### config.mk
export PLATFORM = sky130hd
export DESIGN_NAME = hbridge_pwm_speed_ramp_flat
export DESIGN_NICKNAME = d
export VERILOG_FILES = /design/src/sv/hps_pkg.sv /design/src/sv/hps_if.sv /design/src/sv/hps_front.sv /design/src/sv/hps_core.sv /design/src/sv/hbridge_pwm_speed_ramp.sv /design/src/flat_wrapper.sv
export SDC_FILE = /design/constraint.sdc
export NUM_CORES = 2
export LEC_CHECK = 0
export ABC_CLOCK_PERIOD_IN_PS = 12200
export BUFFER_PORTS_ARGS = -buffer_cell sky130_fd_sc_hd__buf_2
export CORE_ASPECT_RATIO = 1.4
export CORE_UTILIZATION = 59
export DETAILED_ROUTE_END_ITERATION = 7
export PLACE_DENSITY = 0.79
export SLEW_MARGIN = 20
export SYNTH_ARGS = -nofsm -noshare
export SYNTH_HDL_FRONTEND = slang
export SYNTH_SLANG_ARGS = --single-unit
### constraint.sdc
create_clock -name clock -period 12.2 [get_ports clock]
set_clock_uncertainty 0.1 [all_clocks]
set_input_delay 1.83 -clock clock [delete_from_list [all_inputs] [get_ports clock]]
set_output_delay 1.83 -clock clock [all_outputs]
set_load 0.02 [all_outputs]
### src/sv/hps_pkg.sv
package hps_pkg;

   localparam int PWM_BITS_DEF = 10;

   localparam int CODE_W     = 4;
   localparam int TIME_W     = 32;
   localparam int SPEED_W    = 18;
   localparam int FRAC_W     = 17;
   localparam int ACCEL_W    = 24;
   localparam int DUTY_OUT_W = 10;
   localparam int PHASE_W    = 2;
   localparam int CSR_ADDR_W = 2;
   localparam int CSR_DATA_W = 24;
   localparam int STEP_W     = 18;

   localparam logic [FRAC_W-1:0]  FULL_Q16  = FRAC_W'(65536);
   localparam logic [SPEED_W-1:0] DEAD_BAND = SPEED_W'(655);
   localparam logic [STEP_W-1:0]  STEP_MAX  = {STEP_W{1'b1}};

   // A dt that needs more than DT_KEEP_W bits always saturates the step
   // (any nonzero rate times 2^28 ms exceeds 1000 * STEP_MAX).
   localparam int DT_KEEP_W = 28;
   localparam int PROD_W    = ACCEL_W + DT_KEEP_W;
   localparam int DIV8_SH   = 3;
   localparam int QUOT_IN_W = DT_KEEP_W - DIV8_SH;

   // floor(x / 125) = (x * RECIP_125) >> RECIP_SHIFT for x < 2^QUOT_IN_W
   localparam int RECIP_W       = 26;
   localparam int RECIP_SHIFT   = 32;
   localparam logic [RECIP_W-1:0] RECIP_125 = RECIP_W'(34359739);
   localparam int RECIP_PROD_W  = QUOT_IN_W + RECIP_W;
   localparam int QUOT_W        = RECIP_PROD_W - RECIP_SHIFT;

   typedef enum logic [CODE_W-1:0] {
      REQ_TICK       = 4'd0,
      REQ_SET_SPEED  = 4'd1,
      REQ_TIMED_MOVE = 4'd2,
      REQ_FORWARD    = 4'd3,
      REQ_BACK       = 4'd4,
      REQ_STOP       = 4'd5,
      REQ_BRAKE      = 4'd6,
      REQ_COAST      = 4'd7,
      REQ_ENABLE     = 4'd8,
      REQ_DISABLE    = 4'd9,
      REQ_SLEEP      = 4'd10,
      REQ_WAKE       = 4'd11
   } hps_code_type;

   typedef enum logic [PHASE_W-1:0] {
      PHASE_IDLE  = 2'd0,
      PHASE_CONST = 2'd1,
      PHASE_ACCEL = 2'd2,
      PHASE_DECEL = 2'd3
   } hps_phase_type;

   typedef enum logic [CSR_ADDR_W-1:0] {
      CSR_MAX_SPEED  = 2'd0,
      CSR_ACCEL      = 2'd1,
      CSR_SLEEP_INV  = 2'd2,
      CSR_ENABLE_INV = 2'd3
   } hps_csr_type;

   typedef struct packed {
      logic [FRAC_W-1:0]  max_speed;
      logic [ACCEL_W-1:0] accel_rate;
      logic               sleep_inv;
      logic               enable_inv;
   } hps_cfg_type;

   typedef struct packed {
      logic [CODE_W-1:0]    code;
      logic [TIME_W-1:0]    now_ms;
      logic [TIME_W-1:0]    move_ms;
      logic [SPEED_W-1:0]   tgt_set;
      logic [FRAC_W-1:0]    lim;
      logic                 dt_zero;
      logic                 sat;
      logic [QUOT_IN_W-1:0] quot_in;
   } hps_mid_type;

   typedef struct packed {
      logic [CODE_W-1:0]  code;
      logic [TIME_W-1:0]  now_ms;
      logic [TIME_W-1:0]  move_ms;
      logic [SPEED_W-1:0] tgt_set;
      logic [FRAC_W-1:0]  lim;
      logic               dt_zero;
      logic [STEP_W-1:0]  step;
   } hps_item_type;

endpackage

### src/sv/hps_if.sv
interface hps_req_if;
   import hps_pkg::*;
   logic                      valid;
   logic                      ready;
   logic [CODE_W-1:0]         req_type;
   logic [TIME_W-1:0]         now_ms;
   logic signed [SPEED_W-1:0] speed_value;
   logic signed [TIME_W-1:0]  move_ms;
   modport source (output valid, req_type, now_ms, speed_value, move_ms, input ready);
   modport sink   (input valid, req_type, now_ms, speed_value, move_ms, output ready);
endinterface

interface hps_rsp_if;
   import hps_pkg::*;
   logic                      valid;
   logic                      ready;
   logic [DUTY_OUT_W-1:0]     duty_in1;
   logic [DUTY_OUT_W-1:0]     duty_in2;
   logic                      sleep_pin;
   logic                      enable_pin;
   logic signed [SPEED_W-1:0] speed_now;
   logic signed [SPEED_W-1:0] speed_goal;
   logic                      in_motion;
   logic [PHASE_W-1:0]        ramp_phase;
   modport source (output valid, duty_in1, duty_in2, sleep_pin, enable_pin, speed_now,
                   speed_goal, in_motion, ramp_phase, input ready);
   modport sink   (input valid, duty_in1, duty_in2, sleep_pin, enable_pin, speed_now,
                   speed_goal, in_motion, ramp_phase, output ready);
endinterface

interface hps_csr_if;
   import hps_pkg::*;
   logic                  valid;
   logic                  ready;
   logic [CSR_ADDR_W-1:0] addr;
   logic [CSR_DATA_W-1:0] data;
   modport source (output valid, addr, data, input ready);
   modport sink   (input valid, addr, data, output ready);
endinterface

### src/sv/hps_front.sv
module hps_front (
   input  logic                 clock,
   input  logic                 reset,
   input  hps_pkg::hps_cfg_type cfg,
   hps_req_if.sink              req_bus,
   output logic                 item_valid,
   output hps_pkg::hps_item_type item,
   input  logic                 item_ready
);
   import hps_pkg::*;

   logic                 s1_v_ff, s1_v_in;
   logic [CODE_W-1:0]    code_ff;
   logic [TIME_W-1:0]    now_ff;
   logic [SPEED_W-1:0]   speed_ff;
   logic [TIME_W-1:0]    move_ff;
   logic [TIME_W-1:0]    last_tick_ff, last_tick_in;
   logic                 mid_v_ff, mid_v_in;
   hps_mid_type          mid_ff, mid_in;
   logic                 item_v_ff, item_v_in;
   hps_item_type         item_ff, item_in;

   logic                 item_rdy, mid_rdy, s1_rdy, s1_adv, mid_adv;
   logic [FRAC_W-1:0]    lim;
   logic                 spd_neg;
   logic [SPEED_W-1:0]   spd_abs;
   logic [FRAC_W-1:0]    spd_mag;
   logic [2*FRAC_W-1:0]  scaled;
   logic [FRAC_W-1:0]    tgt_mag;
   logic [TIME_W-1:0]    dt;
   logic [PROD_W-1:0]    prod;
   logic [RECIP_PROD_W-1:0] recip_prod;
   logic [QUOT_W-1:0]    quot;
   logic                 stamps_tick;

   // pipeline handshake: a stage takes a beat when it is empty or drains
   assign item_rdy      = !item_v_ff || item_ready;
   assign mid_rdy       = !mid_v_ff || item_rdy;
   assign s1_rdy        = !s1_v_ff || mid_rdy;
   assign s1_adv        = s1_v_ff && mid_rdy;
   assign mid_adv       = mid_v_ff && item_rdy;
   assign req_bus.ready = s1_rdy && !reset;
   assign item_valid    = item_v_ff;
   assign item          = item_ff;

   always_comb begin
      s1_v_in = s1_v_ff;
      if (s1_rdy) begin
         s1_v_in = req_bus.valid;
      end
      mid_v_in = mid_v_ff;
      if (mid_rdy) begin
         mid_v_in = s1_v_ff;
      end
      item_v_in = item_v_ff;
      if (item_rdy) begin
         item_v_in = mid_v_ff;
      end
   end

   // stage one: limit, set-speed scaling, elapsed time times rate
   always_comb begin
      lim     = (cfg.max_speed > FULL_Q16) ? FULL_Q16 : cfg.max_speed;
      spd_neg = speed_ff[SPEED_W-1];
      spd_abs = spd_neg ? (SPEED_W'(0) - speed_ff) : speed_ff;
      spd_mag = (spd_abs > {1'b0, FULL_Q16}) ? FULL_Q16 : spd_abs[FRAC_W-1:0];
      scaled  = (2*FRAC_W)'(spd_mag) * (2*FRAC_W)'(lim);
      tgt_mag = scaled[FRAC_W+15:16];
      dt      = now_ff - last_tick_ff;
      prod    = PROD_W'(cfg.accel_rate) * PROD_W'(dt[DT_KEEP_W-1:0]);

      mid_in.code    = code_ff;
      mid_in.now_ms  = now_ff;
      mid_in.move_ms = move_ff;
      mid_in.tgt_set = spd_neg ? (SPEED_W'(0) - SPEED_W'(tgt_mag)) : SPEED_W'(tgt_mag);
      mid_in.lim     = lim;
      mid_in.dt_zero = (dt == '0);
      mid_in.sat     = (|dt[TIME_W-1:DT_KEEP_W]) || (|prod[PROD_W-1:DT_KEEP_W]);
      mid_in.quot_in = prod[DT_KEEP_W-1:DIV8_SH];
   end

   // last tick stamp depends only on the beat itself, so track it here
   always_comb begin
      stamps_tick = (code_ff == REQ_TICK) || (code_ff == REQ_FORWARD) ||
                    (code_ff == REQ_BACK) ||
                    ((code_ff == REQ_TIMED_MOVE) && (move_ff != '0));
      last_tick_in = last_tick_ff;
      if (s1_adv && stamps_tick) begin
         last_tick_in = now_ff;
      end
   end

   // stage two: divide by 1000 as (x / 8) / 125 by reciprocal
   always_comb begin
      recip_prod      = RECIP_PROD_W'(mid_ff.quot_in) * RECIP_PROD_W'(RECIP_125);
      quot            = recip_prod[RECIP_PROD_W-1:RECIP_SHIFT];
      item_in.code    = mid_ff.code;
      item_in.now_ms  = mid_ff.now_ms;
      item_in.move_ms = mid_ff.move_ms;
      item_in.tgt_set = mid_ff.tgt_set;
      item_in.lim     = mid_ff.lim;
      item_in.dt_zero = mid_ff.dt_zero;
      item_in.step    = (mid_ff.sat || (quot > QUOT_W'(STEP_MAX))) ? STEP_MAX
                                                                  : quot[STEP_W-1:0];
   end

   always_ff @(posedge clock) begin
      if (reset) begin
         s1_v_ff      <= 1'b0;
         mid_v_ff     <= 1'b0;
         item_v_ff    <= 1'b0;
         last_tick_ff <= '0;
      end else begin
         s1_v_ff      <= s1_v_in;
         mid_v_ff     <= mid_v_in;
         item_v_ff    <= item_v_in;
         last_tick_ff <= last_tick_in;
      end
   end

   always_ff @(posedge clock) begin
      if (s1_rdy) begin
         code_ff  <= req_bus.req_type;
         now_ff   <= req_bus.now_ms;
         speed_ff <= req_bus.speed_value;
         move_ff  <= req_bus.move_ms;
      end
      if (s1_adv) begin
         mid_ff <= mid_in;
      end
      if (mid_adv) begin
         item_ff <= item_in;
      end
   end

endmodule

### src/sv/hps_core.sv
module hps_core #(
   parameter int PWM_BITS = hps_pkg::PWM_BITS_DEF
) (
   input  logic                  clock,
   input  logic                  reset,
   input  hps_pkg::hps_cfg_type  cfg,
   input  logic                  item_valid,
   input  hps_pkg::hps_item_type item,
   output logic                  item_ready,
   hps_rsp_if.source             rsp_bus
);
   import hps_pkg::*;

   localparam int SCALE_W = FRAC_W + PWM_BITS;
   localparam logic [PWM_BITS-1:0] DUTY_FULL = {PWM_BITS{1'b1}};

   logic                      out_v_ff, out_v_in;
   logic signed [SPEED_W-1:0] cur_ff, cur_in;
   logic signed [SPEED_W-1:0] tgt_ff, tgt_in;
   logic                      act_ff, act_in;
   logic [TIME_W-1:0]         len_ff, len_in;
   logic [TIME_W-1:0]         begin_ff, begin_in;
   logic                      en_ff, en_in;
   logic                      awake_ff, awake_in;
   logic [PWM_BITS-1:0]       duty_a_ff, duty_a_in;
   logic [PWM_BITS-1:0]       duty_b_ff, duty_b_in;

   logic                      fire, accel_zero, move_done, do_drive, use_imm, reach;
   logic [TIME_W-1:0]         elapsed;
   logic signed [SPEED_W:0]   diff;
   logic [SPEED_W:0]          diff_abs;
   logic signed [SPEED_W:0]   stepped;
   logic signed [SPEED_W-1:0] ramp_cur, lim_pos, lim_neg;
   logic [SPEED_W-1:0]        drv_abs;
   logic [SCALE_W-1:0]        drv_scaled;
   logic [PWM_BITS-1:0]       drv_mag;
   logic [SPEED_W-1:0]        cur_abs, tgt_abs;
   hps_phase_type             phase;
   logic [PWM_BITS+DUTY_OUT_W-1:0] duty_a_ext, duty_b_ext;

   assign item_ready = !out_v_ff || rsp_bus.ready;
   assign fire       = item_valid && item_ready;
   assign accel_zero = (cfg.accel_rate == '0);

   always_comb begin
      out_v_in = out_v_ff;
      if (fire) begin
         out_v_in = 1'b1;
      end else if (rsp_bus.ready) begin
         out_v_in = 1'b0;
      end
   end

   // ramp toward the target by the precomputed step
   always_comb begin
      elapsed   = item.now_ms - begin_ff;
      move_done = act_ff && (len_ff != '0) && (elapsed >= len_ff);
      diff      = (SPEED_W+1)'(tgt_ff) - (SPEED_W+1)'(cur_ff);
      diff_abs  = diff[SPEED_W] ? ((SPEED_W+1)'(0) - diff) : diff;
      reach     = (diff_abs[SPEED_W-1:0] <= item.step);
      stepped   = diff[SPEED_W] ? ((SPEED_W+1)'(cur_ff) - (SPEED_W+1)'(item.step))
                                : ((SPEED_W+1)'(cur_ff) + (SPEED_W+1)'(item.step));
      ramp_cur  = (accel_zero || reach) ? tgt_ff : stepped[SPEED_W-1:0];
      lim_pos   = $signed(SPEED_W'(item.lim));
      lim_neg   = $signed(SPEED_W'(0) - SPEED_W'(item.lim));
   end

   always_comb begin
      cur_in    = cur_ff;
      tgt_in    = tgt_ff;
      act_in    = act_ff;
      len_in    = len_ff;
      begin_in  = begin_ff;
      en_in     = en_ff;
      awake_in  = awake_ff;
      duty_a_in = duty_a_ff;
      duty_b_in = duty_b_ff;
      do_drive  = 1'b0;
      use_imm   = 1'b0;

      case (item.code)
         REQ_TICK: begin
            if (move_done) begin
               tgt_in   = '0;
               cur_in   = '0;
               act_in   = 1'b0;
               len_in   = '0;
               do_drive = 1'b1;
            end else if ((cur_ff != tgt_ff) && !item.dt_zero) begin
               cur_in   = ramp_cur;
               do_drive = 1'b1;
            end
         end
         REQ_SET_SPEED: begin
            tgt_in  = $signed(item.tgt_set);
            act_in  = (item.tgt_set != '0);
            use_imm = 1'b1;
         end
         REQ_TIMED_MOVE: begin
            if (item.move_ms != '0) begin
               len_in   = item.move_ms[TIME_W-1] ? (TIME_W'(0) - item.move_ms)
                                                 : item.move_ms;
               begin_in = item.now_ms;
               act_in   = 1'b1;
               tgt_in   = item.move_ms[TIME_W-1] ? lim_neg : lim_pos;
               use_imm  = 1'b1;
            end
         end
         REQ_FORWARD, REQ_BACK: begin
            tgt_in  = (item.code == REQ_FORWARD) ? lim_pos : lim_neg;
            act_in  = 1'b1;
            len_in  = '0;
            use_imm = 1'b1;
         end
         REQ_STOP: begin
            tgt_in  = '0;
            act_in  = 1'b0;
            use_imm = 1'b1;
         end
         REQ_BRAKE: begin
            duty_a_in = DUTY_FULL;
            duty_b_in = DUTY_FULL;
            cur_in    = '0;
            tgt_in    = '0;
            act_in    = 1'b0;
         end
         REQ_COAST: begin
            duty_a_in = '0;
            duty_b_in = '0;
            cur_in    = '0;
            tgt_in    = '0;
            act_in    = 1'b0;
         end
         REQ_ENABLE: begin
            en_in    = 1'b1;
            awake_in = 1'b1;
         end
         REQ_DISABLE: begin
            duty_a_in = '0;
            duty_b_in = '0;
            cur_in    = '0;
            tgt_in    = '0;
            act_in    = 1'b0;
            en_in     = 1'b0;
         end
         REQ_SLEEP: begin
            awake_in = 1'b0;
            cur_in   = '0;
            tgt_in   = '0;
            act_in   = 1'b0;
         end
         REQ_WAKE: begin
            awake_in = 1'b1;
         end
         default: begin
         end
      endcase

      // zero rate: jump straight to the new target
      if (use_imm && accel_zero) begin
         cur_in   = tgt_in;
         do_drive = 1'b1;
      end

      drv_abs    = cur_in[SPEED_W-1] ? (SPEED_W'(0) - SPEED_W'(cur_in)) : SPEED_W'(cur_in);
      drv_scaled = (SCALE_W'(drv_abs[FRAC_W-1:0]) << PWM_BITS) -
                   SCALE_W'(drv_abs[FRAC_W-1:0]);
      drv_mag    = drv_scaled[PWM_BITS+15:16];

      if (do_drive) begin
         if (cur_in > $signed(DEAD_BAND)) begin
            duty_a_in = drv_mag;
            duty_b_in = '0;
         end else if (cur_in < -$signed(DEAD_BAND)) begin
            duty_a_in = '0;
            duty_b_in = drv_mag;
         end else begin
            duty_a_in = '0;
            duty_b_in = '0;
         end
      end
   end

   always_ff @(posedge clock) begin
      if (reset) begin
         out_v_ff  <= 1'b0;
         cur_ff    <= '0;
         tgt_ff    <= '0;
         act_ff    <= 1'b0;
         len_ff    <= '0;
         begin_ff  <= '0;
         en_ff     <= 1'b1;
         awake_ff  <= 1'b1;
         duty_a_ff <= '0;
         duty_b_ff <= '0;
      end else begin
         out_v_ff <= out_v_in;
         if (fire) begin
            cur_ff    <= cur_in;
            tgt_ff    <= tgt_in;
            act_ff    <= act_in;
            len_ff    <= len_in;
            begin_ff  <= begin_in;
            en_ff     <= en_in;
            awake_ff  <= awake_in;
            duty_a_ff <= duty_a_in;
            duty_b_ff <= duty_b_in;
         end
      end
   end

   // ramp phase from the settled state
   always_comb begin
      cur_abs = cur_ff[SPEED_W-1] ? (SPEED_W'(0) - SPEED_W'(cur_ff)) : SPEED_W'(cur_ff);
      tgt_abs = tgt_ff[SPEED_W-1] ? (SPEED_W'(0) - SPEED_W'(tgt_ff)) : SPEED_W'(tgt_ff);
      if (!en_ff || (!act_ff && (cur_ff == '0))) begin
         phase = PHASE_IDLE;
      end else if (cur_ff == tgt_ff) begin
         phase = PHASE_CONST;
      end else if (cur_abs < tgt_abs) begin
         phase = PHASE_ACCEL;
      end else begin
         phase = PHASE_DECEL;
      end
   end

   assign duty_a_ext = (PWM_BITS+DUTY_OUT_W)'(duty_a_ff);
   assign duty_b_ext = (PWM_BITS+DUTY_OUT_W)'(duty_b_ff);

   assign rsp_bus.valid      = out_v_ff;
   assign rsp_bus.duty_in1   = duty_a_ext[DUTY_OUT_W-1:0];
   assign rsp_bus.duty_in2   = duty_b_ext[DUTY_OUT_W-1:0];
   assign rsp_bus.sleep_pin  = awake_ff ^ cfg.sleep_inv;
   assign rsp_bus.enable_pin = (en_ff == cfg.enable_inv);
   assign rsp_bus.speed_now  = cur_ff;
   assign rsp_bus.speed_goal = tgt_ff;
   assign rsp_bus.in_motion  = act_ff || (cur_ff != '0);
   assign rsp_bus.ramp_phase = phase;

endmodule

### src/sv/hbridge_pwm_speed_ramp.sv
// A result beat passes the s1, mid, item and output registers after its request
// is accepted. Throughput: one request per cycle while rsp_bus.ready holds; ramp and
// duty mapping are combinational, with rate*dt and /1000 done in two stages ahead.
// Reset (synchronous): speeds, move state and duties clear, bridge enabled and
// awake, config registers return to full speed limit, rate 65536, no inversion.
module hbridge_pwm_speed_ramp #(
   parameter int PWM_BITS = hps_pkg::PWM_BITS_DEF
) (
   input logic       clock,
   input logic       reset,
   hps_req_if.sink   req_bus,
   hps_rsp_if.source rsp_bus,
   hps_csr_if.sink   csr_bus
);
   import hps_pkg::*;

   hps_cfg_type  cfg_ff, cfg_in;
   logic         item_valid, item_ready;
   hps_item_type item;

   assign csr_bus.ready = !reset;

   always_comb begin
      cfg_in = cfg_ff;
      if (csr_bus.valid) begin
         case (csr_bus.addr)
            CSR_MAX_SPEED:  cfg_in.max_speed  = csr_bus.data[FRAC_W-1:0];
            CSR_ACCEL:      cfg_in.accel_rate = csr_bus.data[ACCEL_W-1:0];
            CSR_SLEEP_INV:  cfg_in.sleep_inv  = csr_bus.data[0];
            CSR_ENABLE_INV: cfg_in.enable_inv = csr_bus.data[0];
            default: begin
            end
         endcase
      end
   end

   always_ff @(posedge clock) begin
      if (reset) begin
         cfg_ff.max_speed  <= FULL_Q16;
         cfg_ff.accel_rate <= ACCEL_W'(65536);
         cfg_ff.sleep_inv  <= 1'b0;
         cfg_ff.enable_inv <= 1'b0;
      end else begin
         cfg_ff <= cfg_in;
      end
   end

   hps_front u_front (
      .clock      (clock),
      .reset      (reset),
      .cfg        (cfg_ff),
      .req_bus    (req_bus),
      .item_valid (item_valid),
      .item       (item),
      .item_ready (item_ready)
   );

   hps_core #(
      .PWM_BITS (PWM_BITS)
   ) u_core (
      .clock      (clock),
      .reset      (reset),
      .cfg        (cfg_ff),
      .item_valid (item_valid),
      .item       (item),
      .item_ready (item_ready),
      .rsp_bus    (rsp_bus)
   );

endmodule
### src/flat_wrapper.sv
// flat-port wrapper written by rule: the top's interface ports become plain ports
module hbridge_pwm_speed_ramp_flat import hps_pkg::*;
#(
   parameter int PWM_BITS = hps_pkg::PWM_BITS_DEF
)
  (clock, reset, req_bus_valid, req_bus_req_type, req_bus_now_ms, req_bus_speed_value, req_bus_move_ms, req_bus_ready, rsp_bus_valid, rsp_bus_duty_in1, rsp_bus_duty_in2, rsp_bus_sleep_pin, rsp_bus_enable_pin, rsp_bus_speed_now, rsp_bus_speed_goal, rsp_bus_in_motion, rsp_bus_ramp_phase, rsp_bus_ready, csr_bus_valid, csr_bus_addr, csr_bus_data, csr_bus_ready);
  hps_req_if req_bus_i ();
  hps_rsp_if rsp_bus_i ();
  hps_csr_if csr_bus_i ();
  input logic clock;
  input logic reset;
  input wire logic [$bits(req_bus_i.valid)-1:0] req_bus_valid;
  input wire logic [$bits(req_bus_i.req_type)-1:0] req_bus_req_type;
  input wire logic [$bits(req_bus_i.now_ms)-1:0] req_bus_now_ms;
  input wire logic [$bits(req_bus_i.speed_value)-1:0] req_bus_speed_value;
  input wire logic [$bits(req_bus_i.move_ms)-1:0] req_bus_move_ms;
  output wire logic [$bits(req_bus_i.ready)-1:0] req_bus_ready;
  output wire logic [$bits(rsp_bus_i.valid)-1:0] rsp_bus_valid;
  output wire logic [$bits(rsp_bus_i.duty_in1)-1:0] rsp_bus_duty_in1;
  output wire logic [$bits(rsp_bus_i.duty_in2)-1:0] rsp_bus_duty_in2;
  output wire logic [$bits(rsp_bus_i.sleep_pin)-1:0] rsp_bus_sleep_pin;
  output wire logic [$bits(rsp_bus_i.enable_pin)-1:0] rsp_bus_enable_pin;
  output wire logic [$bits(rsp_bus_i.speed_now)-1:0] rsp_bus_speed_now;
  output wire logic [$bits(rsp_bus_i.speed_goal)-1:0] rsp_bus_speed_goal;
  output wire logic [$bits(rsp_bus_i.in_motion)-1:0] rsp_bus_in_motion;
  output wire logic [$bits(rsp_bus_i.ramp_phase)-1:0] rsp_bus_ramp_phase;
  input wire logic [$bits(rsp_bus_i.ready)-1:0] rsp_bus_ready;
  input wire logic [$bits(csr_bus_i.valid)-1:0] csr_bus_valid;
  input wire logic [$bits(csr_bus_i.addr)-1:0] csr_bus_addr;
  input wire logic [$bits(csr_bus_i.data)-1:0] csr_bus_data;
  output wire logic [$bits(csr_bus_i.ready)-1:0] csr_bus_ready;
  assign req_bus_i.valid = req_bus_valid;
  assign req_bus_i.req_type = req_bus_req_type;
  assign req_bus_i.now_ms = req_bus_now_ms;
  assign req_bus_i.speed_value = req_bus_speed_value;
  assign req_bus_i.move_ms = req_bus_move_ms;
  assign req_bus_ready = req_bus_i.ready;
  assign rsp_bus_valid = rsp_bus_i.valid;
  assign rsp_bus_duty_in1 = rsp_bus_i.duty_in1;
  assign rsp_bus_duty_in2 = rsp_bus_i.duty_in2;
  assign rsp_bus_sleep_pin = rsp_bus_i.sleep_pin;
  assign rsp_bus_enable_pin = rsp_bus_i.enable_pin;
  assign rsp_bus_speed_now = rsp_bus_i.speed_now;
  assign rsp_bus_speed_goal = rsp_bus_i.speed_goal;
  assign rsp_bus_in_motion = rsp_bus_i.in_motion;
  assign rsp_bus_ramp_phase = rsp_bus_i.ramp_phase;
  assign rsp_bus_i.ready = rsp_bus_ready;
  assign csr_bus_i.valid = csr_bus_valid;
  assign csr_bus_i.addr = csr_bus_addr;
  assign csr_bus_i.data = csr_bus_data;
  assign csr_bus_ready = csr_bus_i.ready;
  hbridge_pwm_speed_ramp #(.PWM_BITS(PWM_BITS)) u_core (.clock(clock), .reset(reset), .req_bus(req_bus_i), .rsp_bus(rsp_bus_i), .csr_bus(csr_bus_i));
endmodule
## Word-level counts from Yosys, hierarchy flattened

Cells that the tools add are included.

- Bitwise operators: 1
- Add/subtract/negate cells: 14
- Multiply operators: 3
- Reductions and logical operators: 66
- Eq/ne operators: 22
- Order comparisons: 8
- Mux-type cells: 45

Operator list:

| operator | count |
|---|---|
| 2-to-1 mux 18 bit | 13 |
| 2-to-1 mux 32 bit | 3 |
| one-hot mux 32 bit (3 select lines) | 1 |
| nonzero test 32 bit | 3 |
| one-hot mux 18 bit (5 select lines) | 1 |
| subtractor 1 x 18 -> 18 bit, first input constant | 4 |
| 2-to-1 mux 17 bit | 4 |
| subtractor 32 bit | 2 |
| multiplier 24 x 28 -> 52 bit | 1 |
| multiplier 25 x 26 -> 51 bit, second input constant | 1 |
| 2-to-1 mux 10 bit | 5 |
| one-hot mux 18 bit (2 select lines) | 1 |
| nonzero test 18 bit | 2 |
| subtractor 1 x 17 -> 18 bit, first input constant | 2 |
| multiplier 17 x 17 -> 33 bit | 1 |
| >= comparator 32 bit | 1 |
| logical NOT 32 bit | 1 |
| subtractor 1 x 32 -> 32 bit, first input constant | 1 |
| subtractor 26 x 17 -> 26 bit | 1 |
| logical NOT 24 bit | 1 |
| OR reduction 24 bit | 1 |
| equality test 4 x 3 -> 1 bit, second input constant | 5 |
| one-hot mux 10 bit (2 select lines) | 1 |
| > comparator 19 x 18 -> 1 bit, second input constant | 1 |
| 39 further kinds | 102 |

- Logic and storage cells: 197
- Register bits: 540
- Bits of input ports: 117

## Depth between registers and ports, before layout

- Depth after elaboration: 16
- Depth in mapped cells: 46
- Depth with buffers taken out: 43

## By module

Synthesis repeated with hierarchy kept, for this count alone.

- Cell total of the unflattened synthesis: 7482
- Area total of the unflattened synthesis: 70207.3 µm²

Modules (own cells, without submodules):

| module | area each (µm²) | instances | cells each | sequential area each (µm²) |
|---|---|---|---|---|
| hps_front | 54163.2 | 1 | 5337 | 10850.4 |
| hps_core | 14216.1 | 1 | 1973 | 2482.4 |
| hbridge_pwm_speed_ramp | 1828.0 | 1 | 172 | 860.8 |

## Least setup slack after synthesis

OpenSTA, ideal clock, no wires.

- Path kind: input to register
- Start: input port rsp_bus_ready
- End: register u_core.u_front.item_ff, in the netlist u_core.u_front.item[0], enable pin
- Required time: 11.310 ns
- Setup slack: 0.576 ns
- Setup time: 0.790 ns
- Stages: 2
- Arrival time: 10.734 ns
- Path through: nor2b_1 a21boi_0

- Longest elaborated chain between the ends: 3

Ends and longest elaborated chain:

| element | RTL line | source |
|---|---|---|
| start: declaration | flat_wrapper.sv:27 | `input wire logic [$bits(rsp_bus_i.ready)-1:0] rsp_bus_ready;` |
| logical OR 1 bit | hps_core.sv:41 | `assign item_ready = !out_v_ff \|\| rsp_bus.ready;` |
| logical OR 1 bit | hps_front.sv:37 | `assign item_rdy = !item_v_ff \|\| item_ready;` |
| logical AND 1 bit | hps_front.sv:41 | `assign mid_adv = mid_v_ff && item_rdy;` |
| named net u_core.u_front.mid_adv | hps_front.sv:23 | `logic item_rdy, mid_rdy, s1_rdy, s1_adv, mid_adv;` |
| end signal: assignment | hps_front.sv:132 | `item_ff <= item_in;` |
| end: declaration | hps_front.sv:21 | `hps_item_type item_ff, item_in;` |

The timed path passes the listed nets, and every way through them passes these cells.
A chain may end at the register's enable or synchronous reset.

==> flow_summary.ini <==
[outcome]
status = finished, final reports clean

[place]
hpwl_um = 156000
place.gp.congestion = 1.04
place_ws_ns = 0.181
port_buffers = 180

[synth]
synth_ff_type = edfxtp_1
synth_edf_count = 338
synth_area_um2 = 69800
synth_top_family_by_area = adder cells
muxShareOfSynthArea_pct = 0.887
synth_xor_area_share_pct = 3.45
ys_async_sr_fraction_pct = 0
yosys_register_bits = 540
ys_seq_area_share_pct = 20.3
synth_compound_area_share_pct = 9.07
synth_warnings = 0
syn_area_per_cell_um2 = 9.34
yosys.area.top_type = fa_1
synthSimpleGateAreaFrac_pct = 15.9
synthCells = 7476
synth_top_area_share_pct = 28.6
synth_area_leaders = fa_1 (29%), edfxtp_1 (15%), ha_1 (13%)
syn_nets = 9301
yosysUniqueCellTypes = 99
synth_adder_area_share_pct = 41.4

[detailed_routing]
top_layer_used = met5
route.met2.wl_um = 99900
num_vias = 54600
wl_met3_um = 13300
viasPerCell = 5.93
wl_per_cell_um = 21.6
met1_length_um = 71600
drt_iter0_markers = 3829
postRouteWirelength_um = 199000
ant_nets = 0
drc_errors = 0
firstDrtPassIters = 8

[hold_path]
min_path_type = reg2reg

[sta]
hold_viol = 0
finalCritPeriodShare_pct = 95.4
timing.final.crit_period_ns = 11.63
setup_viol = 0
max_freq_mhz = 86.0
slew_headroom_pct = 26.9
worst_slack_ns = 0.567
worst_pin_slew_ns = 1.09
finalMaxSlewViolations = 0

[global_route]
grt_pass1_wl_um = 315000
track_usage_pct = 34.0
antenna_found_initial = 8
grt_max_degree = 131
grt_pass1_vias = 58800
gr-total-overflow = 0

[power_and_ir_drop]
power.density_nw_per_um2 = 285
p_total_mw = 21.4
pwr-share-seq_pct = 10.2
clkPwrFrac_pct = 8.7
p_leak_nw = 34.0
pwr-share-comb_pct = 81.1
p_int_mw = 10.9
ir_drop_mv = 1.05
switchingPower_mw = 10.5
switching_share_pct = 48.9

[die]
die_w_um = 293
start_util_pct = 59.3
rows = 149
io_pins = 181
die_h_um = 409
dieArea_um2 = 120000
coreArea_um2 = 118000

[clock_network]
clkTransAtPathRegs_ns = 0.06
cts.sinks = 540
ctsHoldBuffers = 0
insertion_delay_ns = 0.67
ctsHtreeMaxLevel = 2
cts_buffer_depth = 3
cts_root_buf = clkbuf_16
cts_inserted_buffers = 58
cts_tree = built

[critical_path]
path_common_cell = fa_1
crit_type = reg2reg
worstSetupStartpointType = flop
cp_max_fo = 4
rr_worst_depth = 39
crit_end = u_core.u_front.mid_ff[25]
crit_slowest_cell = fa_1
rr_endpoint = u_core.u_front.mid_ff[25]
cp_data_arrival_time_ns = 11.89
rr_startpoint = u_core.u_front.now_ff[0]
critical_path.startpoint = u_core.u_front.now_ff[0]
slowest_delay_ns = 0.57
rrSetupSlack_ns = 0.57
worstPathRequired_ns = 12.45
end_kind = flop

[final_layout]
area_delta_synth_final_pct = 7.66
final_cell_mix = inv_1 (1382), fa_1 (999), nand2_1 (830)
drive_gt1_share_pct = 7.20
nets = 9398
final_common_cell = inv_1
utilization_pct = 63.9

[run]
maxCapViolations = 0
## routing by layer
layer / global-route usage, % / up-vias
li1: - / 24300
met1: 38.7 / 27100
met2: 60.0 / 2320
met3: 4.82 / 852
met4: 20.6 / 10
met5: 0 / -
## worst max-delay path: cells and delay by family (launching register included)
kind                     cells  cell delay [ns]
flip-flops                   1             0.38
adder cells (fa/ha/maj)     10             4.32
AO/OA/AOI/OAI               12             2.90
buffers and inverters        4             0.27
XOR/XNOR                     1             0.15
AND/OR/NAND/NOR             12             3.21
## registers in the layout (all words and copies together), names as in the netlist, 18 cells and up
| name | cells |
|---|---|
| u_core.u_core.rsp_bus.speed_now | 18 |
| u_core.u_front.item | 122 |
| u_core.u_core.begin_ff | 32 |
| u_core.u_core.len_ff | 32 |
| u_core.u_front.move_ff | 32 |
| u_core.u_front.item_in | 104 |
| u_core.cfg_ff | 43 |
| u_core.u_front.mid_ff | 26 |
| u_core.u_front.last_tick_ff | 32 |
| u_core.u_front.now_ff | 32 |
| u_core.u_core.rsp_bus.speed_goal | 18 |
| u_core.u_front.speed_ff | 18 |
## cell usage after synthesis (all sizes together), types with 11 or more instances
| cell type | number |
|---|---|
| inv | 1382 |
| fa | 999 |
| nand2 | 832 |
| ha | 709 |
| and2 | 442 |
| nor2 | 353 |
| edfxtp | 338 |
| a21oi | 308 |
| clkbuf | 280 |
| dfxtp | 202 |
| xnor2 | 200 |
| o21ai | 184 |
| nor3 | 125 |
| nand3 | 92 |
| xor2 | 74 |
| nor4 | 64 |
| a21o | 61 |
| nor2b | 59 |
| mux2i | 54 |
| nand4 | 51 |
| o21a | 49 |
| nand2b | 44 |
| or3 | 42 |
| o211ai | 35 |
| o31ai | 32 |
| or4 | 30 |
| a211oi | 29 |
| or2 | 26 |
| a31oi | 25 |
| and3 | 25 |
| a22oi | 21 |
| o41ai | 21 |
| o21bai | 20 |
| buf | 19 |
| nand3b | 17 |
| a21boi | 14 |
| o22ai | 14 |
| a2111oi | 12 |
| nor3b | 12 |
| a211o | 11 |
## what timing repair did
item / 4_1_cts / 5_1_grt
setup endpoints to repair: 0 / 28
resized for setup: 0 / 12
buffers inserted: 0 / 1
## layout make-up
class	count	area (um2)
inverter	1382	5190
tap	1585	1980
timing repair buffer	336	2110
antenna	2	5.00
clock inverter	34	460
multi-input combinational	5255	49700
sequential	540	14200
fill	9532	42500
clock buffer	75	1540
## through the flow
step	setup TNS (ns)	std cells	hold WS, ns	cell area (um2)
2_1_floorplan	0	7476	0.300	69800
6_report	0	9209	0.289	75200
3_5_place_dp	0	9097	0.305	73100
4_1_cts	0	9206	0.286	75100
3_3_place_gp	0	9096	0.301	73100
5_1_grt	-0.0367	9207	0.307	75200
## cell families after synthesis
family                   after synthesis
adder cells (fa/ha/maj)             1708
flip-flops                           540
multiplexers                          61
buffers and inverters               1681
AO/OA/AOI/OAI                        961
XOR/XNOR                             274
AND/OR/NAND/NOR                     2251
## worst min-delay path by stage
| stage | cells after the start | to | from |
|---|---|---|---|
| final | 0 | u_core.u_front.item[89] | u_core.u_front.item_in[89] |
| after global routing | 0 | u_core.u_front.item[89] | u_core.u_front.item_in[89] |
| after CTS | 0 | u_core.u_front.item[89] | u_core.u_front.item_in[89] |
| after detailed placement | 0 | u_core.u_front.item[104] | u_core.u_front.item_in[104] |
| after global placement | 0 | u_core.u_front.item[86] | u_core.u_front.item_in[86] |
| after floorplan | 0 | u_core.u_front.item[100] | u_core.u_front.item_in[100] |
## power groups by stage
stage,Sequential [mW],Combinational (mW),Clock [mW]
after detailed placement,2.21,17.5,0
after CTS,2.17,17.6,1.88
after global placement,2.21,16.8,0
after floorplan,2.16,13.2,0
after global routing,2.18,20.3,1.95
final,2.18,17.4,1.86
Note: power is estimated with default switching activity, not from simulation.
